===== src/fsc_pkg.sv =====
// Shared word types and result codes for the frame receiver sequence checker.
package fsc_pkg;

   // Frame end status codes
   localparam logic [2:0] ST_OK            = 3'd0;
   localparam logic [2:0] ST_DROPPED       = 3'd1;
   localparam logic [2:0] ST_OVERFLOW      = 3'd2;
   localparam logic [2:0] ST_DATA_IN_FOOT  = 3'd3;
   localparam logic [2:0] ST_DROP_IN_FOOT  = 3'd4;
   localparam logic [2:0] ST_OVF_IN_FOOT   = 3'd5;

   // Sequence check codes
   localparam logic [1:0] SEQ_IN_ORDER  = 2'd0;
   localparam logic [1:0] SEQ_GAP       = 2'd1;
   localparam logic [1:0] SEQ_FRAME_ERR = 2'd2;

   // Footer terminator byte
   localparam logic [7:0] FOOTER_END_BYTE = 8'hFF;

   typedef struct packed {
      logic       frame_valid;
      logic       marker;
      logic [7:0] data_byte;
   } req_word_type;

   typedef struct packed {
      logic        ack_level;
      logic        frame_end;
      logic [2:0]  status;
      logic [15:0] head;
      logic [1:0]  sequence_result;
      logic [31:0] miss_count;
      logic [31:0] error_count;
      logic [31:0] good_count;
   } rsp_word_type;

   // Frame close information from the framing tracker
   typedef struct packed {
      logic        ack_level;
      logic        frame_end;
      logic [2:0]  status;
      logic [15:0] head;
   } close_info_type;

endpackage


===== src/fsc_frame_tracker.sv =====
// Frame delimiting, footer tracking, head byte capture and acknowledge toggle.
module fsc_frame_tracker #(
   parameter int FRAME_WORDS = 64
) (
   input  logic                  clock,
   input  logic                  reset,
   input  logic                  step,
   input  fsc_pkg::req_word_type word,
   output fsc_pkg::close_info_type info
);
   import fsc_pkg::*;

   localparam int IDX_W = $clog2(FRAME_WORDS);
   localparam logic [IDX_W-1:0] LAST_IDX = IDX_W'(FRAME_WORDS - 1);
   localparam logic [IDX_W-1:0] HEAD_LO_IDX = IDX_W'(1);
   localparam logic [IDX_W-1:0] HEAD_HI_IDX = IDX_W'(2);

   logic             in_frame_ff, in_frame_in;
   logic             footer_ff, footer_in;
   logic [IDX_W-1:0] idx_ff, idx_in;
   logic             ack_ff, ack_in;
   logic [7:0]       head_lo_ff, head_lo_in;
   logic [7:0]       head_hi_ff, head_hi_in;

   logic [IDX_W-1:0] eff_idx;
   logic             eff_footer;
   logic             footer_now;
   logic             closing;
   logic [2:0]       status;

   // Word position and footer as seen by this word (a new frame starts at word 0)
   assign eff_idx    = in_frame_ff ? idx_ff : '0;
   assign eff_footer = in_frame_ff & footer_ff;
   assign footer_now = eff_footer | word.marker;

   // Framing decision for one word
   always_comb begin
      in_frame_in = in_frame_ff;
      footer_in   = footer_ff;
      idx_in      = idx_ff;
      ack_in      = ack_ff;
      head_lo_in  = head_lo_ff;
      head_hi_in  = head_hi_ff;
      closing     = 1'b0;
      status      = ST_OK;
      if (word.frame_valid || in_frame_ff) begin
         if (eff_idx == HEAD_LO_IDX) begin
            head_lo_in = word.data_byte;
         end
         if (eff_idx == HEAD_HI_IDX) begin
            head_hi_in = word.data_byte;
         end
      end
      if (!word.frame_valid) begin
         if (in_frame_ff) begin
            closing = 1'b1;
            status  = footer_ff ? ST_DROP_IN_FOOT : ST_DROPPED;
         end
      end else begin
         in_frame_in = 1'b1;
         ack_in      = ~ack_ff;
         footer_in   = footer_now;
         if (eff_footer) begin
            if (!word.marker) begin
               closing = 1'b1;
               status  = ST_DATA_IN_FOOT;
            end else if (word.data_byte == FOOTER_END_BYTE) begin
               closing = 1'b1;
               status  = ST_OK;
            end
         end
         if (!closing) begin
            idx_in = eff_idx + IDX_W'(1);
            if (eff_idx == LAST_IDX) begin
               closing = 1'b1;
               status  = footer_now ? ST_OVF_IN_FOOT : ST_OVERFLOW;
            end
         end
      end
      if (closing) begin
         in_frame_in = 1'b0;
         footer_in   = 1'b0;
         idx_in      = '0;
      end
   end

   // Close information toward the sequence check
   always_comb begin
      info.ack_level = ack_in;
      info.frame_end = closing;
      info.status    = status;
      info.head      = {head_hi_in, head_lo_in};
   end

   // Tracker state
   always_ff @(posedge clock) begin
      if (reset) begin
         in_frame_ff <= 1'b0;
         footer_ff   <= 1'b0;
         idx_ff      <= '0;
         ack_ff      <= 1'b0;
         head_lo_ff  <= '0;
         head_hi_ff  <= '0;
      end else if (step) begin
         in_frame_ff <= in_frame_in;
         footer_ff   <= footer_in;
         idx_ff      <= idx_in;
         ack_ff      <= ack_in;
         head_lo_ff  <= head_lo_in;
         head_hi_ff  <= head_hi_in;
      end
   end

endmodule


===== config.mk =====
export PLATFORM = sky130hd
export DESIGN_NAME = fsc_frame_tracker
export DESIGN_NICKNAME = d
export VERILOG_FILES = /design/src/fsc_pkg.sv /design/src/fsc_frame_tracker.sv
export SDC_FILE = /design/constraint.sdc
export NUM_CORES = 1
export LEC_CHECK = 0
export BUFFER_PORTS_ARGS = -buffer_cell sky130_fd_sc_hd__buf_2
export CORE_UTILIZATION = 50
export CTS_BUF_LIST = sky130_fd_sc_hd__clkbuf_8
export CTS_CLUSTER_DIAMETER = 60
export DETAILED_ROUTE_END_ITERATION = 10
export PLACE_DENSITY = 0.82
export SYNTH_ARGS = -nofsm -noshare
export SYNTH_HDL_FRONTEND = slang
export SYNTH_SLANG_ARGS = --single-unit

===== constraint.sdc =====
create_clock -name clock -period 3.92 [get_ports clock]
set_clock_uncertainty 0.05 [all_clocks]
set_input_delay 0.784 -clock clock [delete_from_list [all_inputs] [get_ports clock]]
set_output_delay 0.784 -clock clock [all_outputs]
set_load 0.05 [all_outputs]

==> results of run 1 <==
cell families (layout without fill, tap and decap cells):
kind of cell / Yosys count / count (layout)
adder cells (fa/ha/maj): 3 / 3
flip-flops: 25 / 25
multiplexers: 33 / 33
XOR/XNOR: 2 / 2
buffers and inverters: 12 / 42
AND/OR/NAND/NOR: 60 / 60
AO/OA/AOI/OAI: 23 / 23
synthesized netlist by cell type:
cell type / instances / area share [%]
buf_4: 2 / 1.0
nand3_4: 2 / 2.4
nand3_1: 5 / 1.7
a211o_1: 4 / 2.4
xor2_1: 2 / 1.2
o22ai_4: 1 / 1.4
mux2_2: 8 / 6.1
mux2_1: 4 / 3.1
a21boi_0: 1 / 0.51
nand2_1: 12 / 3.1
nand4_1: 4 / 1.7
nand3b_1: 1 / 0.51
a21oi_1: 4 / 1.4
nor2_1: 21 / 5.4
inv_1: 5 / 1.3
mux2i_1: 17 / 12
ha_1: 3 / 2.6
clkbuf_1: 4 / 1.0
o21ai_0: 5 / 1.7
a21o_1: 1 / 0.51
o2bb2ai_1: 1 / 0.60
a31oi_1: 1 / 0.43
o31ai_1: 2 / 1.0
a22oi_1: 1 / 0.51
nand2_4: 2 / 1.5
nor3_1: 2 / 0.68
and2_1: 2 / 0.85
or4b_4: 1 / 0.94
dfxtp_1: 25 / 34
nor2b_1: 1 / 0.43
buf_2: 1 / 0.34
mux2_4: 4 / 4.1
a211oi_1: 2 / 1.0
and3_1: 1 / 0.43
nand2b_1: 4 / 1.7
nor4_1: 2 / 0.85
cell usage in the layout, fill, tap and decap left out, types with 4 or more instances in the layout:
master,instances
buf_2,33
dfxtp_1,25
nor2_1,21
mux2i_1,17
nand2_1,12
mux2_2,8
inv_1,5
o21ai_0,5
nand3_1,5
mux2_1,4
mux2_4,4
nand4_1,4
a21oi_1,4
nand2b_1,4
a211o_1,4
state kept, by name, summed over array words and instances (netlist names):
name         count
idx_ff           6
in_frame_ff      1
ack_ff           1
head_lo_ff       8
footer_ff        1
head_hi_ff       8
path summary, 6_finish.rpt:
kind | cells after the start | to | from
worst max-delay path | 7 | info[16] | in_frame_ff$_SDFFE_PP0P_
worst min-delay path | 2 | idx_ff[0]$_SDFFE_PP0P_ | idx_ff[0]$_SDFFE_PP0P_
worst max register to register | 7 | idx_ff[4]$_SDFFE_PP0P_ | in_frame_ff$_SDFFE_PP0P_
worst min register to register | 2 | idx_ff[0]$_SDFFE_PP0P_ | idx_ff[0]$_SDFFE_PP0P_
through the flow:
| step | cells | util (%) | worst slack (ns) |
|---|---|---|---|
| global route | 219 | 61.1 | 0.387 |
| CTS | 219 | 61.1 | 0.607 |
| detailed placement | 215 | 59.3 | 0.914 |
| floorplan | 158 | - | 0.297 |
| global placement | 215 | 59.3 | 0.968 |
| finish | 219 | 61.1 | 0.601 |
per-layer routing:
| metal | wire [um] | share of wire, % |
|---|---|---|
| met1 | 1330 | 43 |
| met2 | 1600 | 51 |
| met3 | 157 | 5.0 |
| met4 | 39 | 1.3 |
| met5 | 0 | 0 |
critical path, cell delays in order, from the launching register on:
cell      delay [ns]
dfxtp_1         0.61
and2_1          0.28
ha_1            0.24
nand3_1         0.11
nor2_1          0.33
a211oi_1        0.13
a211oi_1        0.21
buf_2           0.29
cell type report:
class                   instances  area, um^2
fillers                       239        1070
multi-input cells             121         913
flip-flops and latches         25         500
repair buffers                 33         165
clock buffers                   3        41.3
well taps                      31        38.8
inverters                       5        18.8
clock inverters                 1        7.51
where the power goes:
part	leakage, nW	total (mW)	switching, mW	internal, mW
clock network	0.0217	0.158	0.0860	0.0722
logic	0.645	0.0572	0.0398	0.0174
registers	0.202	0.261	0.00437	0.257
==> metrics, run 1 <==
pwr dens=283 mW/mm^2; TritonCTS clock tree=done; Post-Syn Area=0.00147 mm^2; Synth Instances=~160; hold_buf cts=0; DR pass1 iterations=4; final instance area=0.00169 mm^2; CP Capture Type=primary output; RSZ-0062 raised after global routing=false; clock-pin slew on the worst setup and hold paths=0.09 ns; Total Wirelength=3120 um; drt drc=0; R2R setup slack=1.54 ns; routed len/inst=about 14 um; met2 usage=36.2%; Top Ports=34; Final Hold Fails=0; setup_tns=0 ns; number of distinct library cells after synthesis=36; Tightest Pin Transition=slightly above 0.7 ns; Antenna Violating Nets Remaining=0; clk buf depth=2; CTS Sinks=25; Port Buf Inserts=33; Final Total Pwr=0.477 mW; NumNets Final=205; total setup buffers inserted after CTS=0; Syn-to-layout area delta=14.8%; busiest layer in global routing=met2; Max IR drop VDD=0.309 mV; Worst Hold Class=reg2reg; total CTS buffers=3; mux cell area share after synthesis=24.9%; crit path time final=3.32 ns; leakage power=0.869 nW; status=finished clean; fmax=around 0.3 GHz; Compound-Gate Fraction of Synth Area=11.4%; Hold Worst Slack=about 0.43 ns; Vias=1,256; Mean Syn Cell Area=just over 9 um^2; critical path data arrival time=2.48 ns; Overflow after GRT=0; Clock Tree Root=clkbuf_8; dpl hpwl=2320 um; first-pass GRT wire length=5140 um; Seq/Total Area, Yosys=34.1%; Max FO, Critical Path=14; Final setup viols=0; Critical Path Start Type=register; largest family of logic cells by synthesized area=multiplexers; flops & latches, synth=25; vias in the first global route=1,174; Area after DPL=between 0.0015 and 0.002 mm^2; WS Path Type=reg2out; Detailed Route Iter0 Violations=47; Die X=56.2 um; Total GRT Usage=between 20% and 30%; post-synthesis simple-gate area fraction=22.2%; Slew Limit Fails=0; Slew headroom=51.3%; share of layout cells above drive strength 1=between 20 and 30%; die area=0.00316 mm^2; H-tree depth=1; adder and majority gate portion of the synthesized area=between 2 and 3%; CP Data Required Time=3.09 ns; antenna violations before repair=0; Vias/cell=5.74; Final Cycle Share=between 80 and 90%; Yosys warnings=0; routability cong.=0.811; antenna fix cells=0; Die Y=approximately 56 um; Synth Net Count=174; total core area=0.00276 mm^2; Starting Density=53.2%; Post-Synth XOR/XNOR Area=1.19%; largest net degree at the start of global routing=25; met1 GRT Util=24.0%; grt met3 use=4.88%; max-capacitance violation count=0; row count=19; worst skew pair latency=0.27 ns; post-cts resize count=0
No activity file was read; power rests on OpenSTA's default activity.
==> run 2: changes to the inputs <==
- clock period: 3.92 -> 3.29 ns (I/O delays scaled with it)
==> run 2 against run 1 <==
Compared with the run above: sequential cell count stayed put; final cell count stayed put; worst setup slack worse by 0.33 ns; non-clock buffer count stayed put; via count is 1.2% higher; first-iteration DRC count is 2.1% lower; global-route usage is 0.65 points lower; die area stayed put; critical path depth is 2 lower; sequential power is 20% higher; highest routed layer unchanged.
==> metrics, run 2 (synthesis results as in run 1) <==
crit path time final=3.02 ns; routed len/inst=13.8 um; drt drc=0; TritonCTS clock tree=done; Final Hold Fails=0; leakage power=0.876 nW; final instance area=between 0.0015 and 0.002 mm^2; Total Wirelength=around 3000 um; worst skew pair latency=~0.27 ns; dpl hpwl=between 2000 and 2500 um; critical path data arrival time=2.31 ns; pre-CTS setup slack=0.364 ns; clk buf depth=2; RSZ-0062 raised after global routing=false; Final Cycle Share=91.7%; CP Data Required Time=2.58 ns; vias in the first global route=1,157; Overflow after GRT=0; first-pass GRT wire length=4970 um; max-capacitance violation count=0; row count=19; Tightest Pin Transition=0.655 ns; status=finished clean; fill count=about 240; total CTS buffers=3; Die Y=around 56 um; Top Ports=34; CP delay by family, top=simple AND/OR/NAND/NOR gates; Detailed Route Iter0 Violations=46; DR pass1 iterations=4; routability cong.=a little under 0.9; Max FO, Critical Path=14; Starting Density=53.2%; largest net degree at the start of global routing=25; Die X=56.2 um; critical path, cell by cell=or4b_4, o22ai_4, nand2_4, mux2_1, buf_2; Total GRT Usage=20.0%; top flop regs=head_hi_ff x8, head_lo_ff x8, idx_ff x6; Final setup viols=0; share of layout cells above drive strength 1=a little under a third; CP peak stage delay=0.52 ns; total core area=approximately 0.0028 mm^2; Port Buf Inserts=33; Crit path buffers/inverters=1; NumNets Final=205; Area after DPL=between 0.0015 and 0.002 mm^2; Max IR drop VDD=0.377 mV; Slew headroom=55.9%; WS Path Type=reg2out; Clock Tree Root=clkbuf_8; H-tree depth=1; Syn-to-layout area delta=15.2%; most frequent cells in the layout=33 x buf_2, 24 x dfxtp_1, 20 x nor2_1; most common cell after layout, fill and taps aside=buf_2; setup_tns=0 ns; Antenna Violating Nets Remaining=0; worst setup margin=0.273 ns; Crit-path slowest cell=or4b_4; die area=around 0.0032 mm^2; Slew Limit Fails=0; Critical Path Start Type=register; fmax=about 0.33 GHz; clock-pin slew on the worst setup and hold paths=0.08 ns; Worst Hold Class=reg2reg; Vias=approximately 1,300; CP Capture Type=primary output; Vias/cell=5.80; total setup buffers inserted after CTS=0; CTS Sinks=25; antenna fix cells=0; antenna violations before repair=0; pwr dens=331 mW/mm^2
==> run 2: what timing repair did <==
action	CTS	global route
hold buffers	0	0
resized for setup	0	2
setup endpoints to repair	0	4
==> run 2: path summary, 6_finish.rpt <==
kind / startpoint / end / slack [ns] / depth (start not counted)
max: in_frame_ff$_SDFFE_PP0P_ / info[4] / 0.27 / 5
min: idx_ff[1]$_SDFFE_PP0P_ / idx_ff[1]$_SDFFE_PP0P_ / 0.43 / 2
max reg2reg: in_frame_ff$_SDFFE_PP0P_ / idx_ff[4]$_SDFFE_PP0P_ / 1.11 / 7
min reg2reg: idx_ff[1]$_SDFFE_PP0P_ / idx_ff[1]$_SDFFE_PP0P_ / 0.43 / 2
==> run 2: layer usage <==
layer / GRT usage (%) / part of all wire (%) / vias up
met5: 0 / 0 / -
met4: 5.57 / 1.2 / 0
met3: 5.12 / 4.6 / 6
met2: 35.0 / 50 / 36
met1: 24.0 / 44 / 606
li1: - / - / 623
==> run 2: through the flow <==
stage	power, mW	std cells	hold WS (ns)	util [%]
2_1_floorplan	0.366	158	0.382	-
3_3_place_gp	0.385	215	0.412	59.5
3_5_place_dp	0.387	215	0.418	59.5
4_1_cts	0.564	219	0.433	61.2
5_1_grt	0.584	219	0.451	61.3
6_report	0.560	219	0.429	61.3
==> run 2: layout make-up <==
cell class	instances	area [um^2]	share of cell area (%)
multi-input cells	121	921	54.5
repair buffers	33	165	9.77
clock buffers	3	41.3	2.44
flip-flops and latches	25	502	29.7
clock inverters	1	3.75	0.222
well taps	31	38.8	2.29
inverters	5	18.8	1.11
==> run 2: worst reg2reg max path: cells and delay by family, from the launching register on <==
kind	cells	cell delay, ns
AO/OA/AOI/OAI	2	0.53
AND/OR/NAND/NOR	4	0.75
adder cells (fa/ha/maj)	1	0.26
flip-flops	1	0.49
==> run 2: power by group <==
group | total, mW | leakage, nW | internal (mW) | switching, mW
logic | 0.0685 | 0.646 | 0.0209 | 0.0476
clock network | 0.180 | 0.0269 | 0.0837 | 0.0964
registers | 0.312 | 0.202 | 0.306 | 0.00542
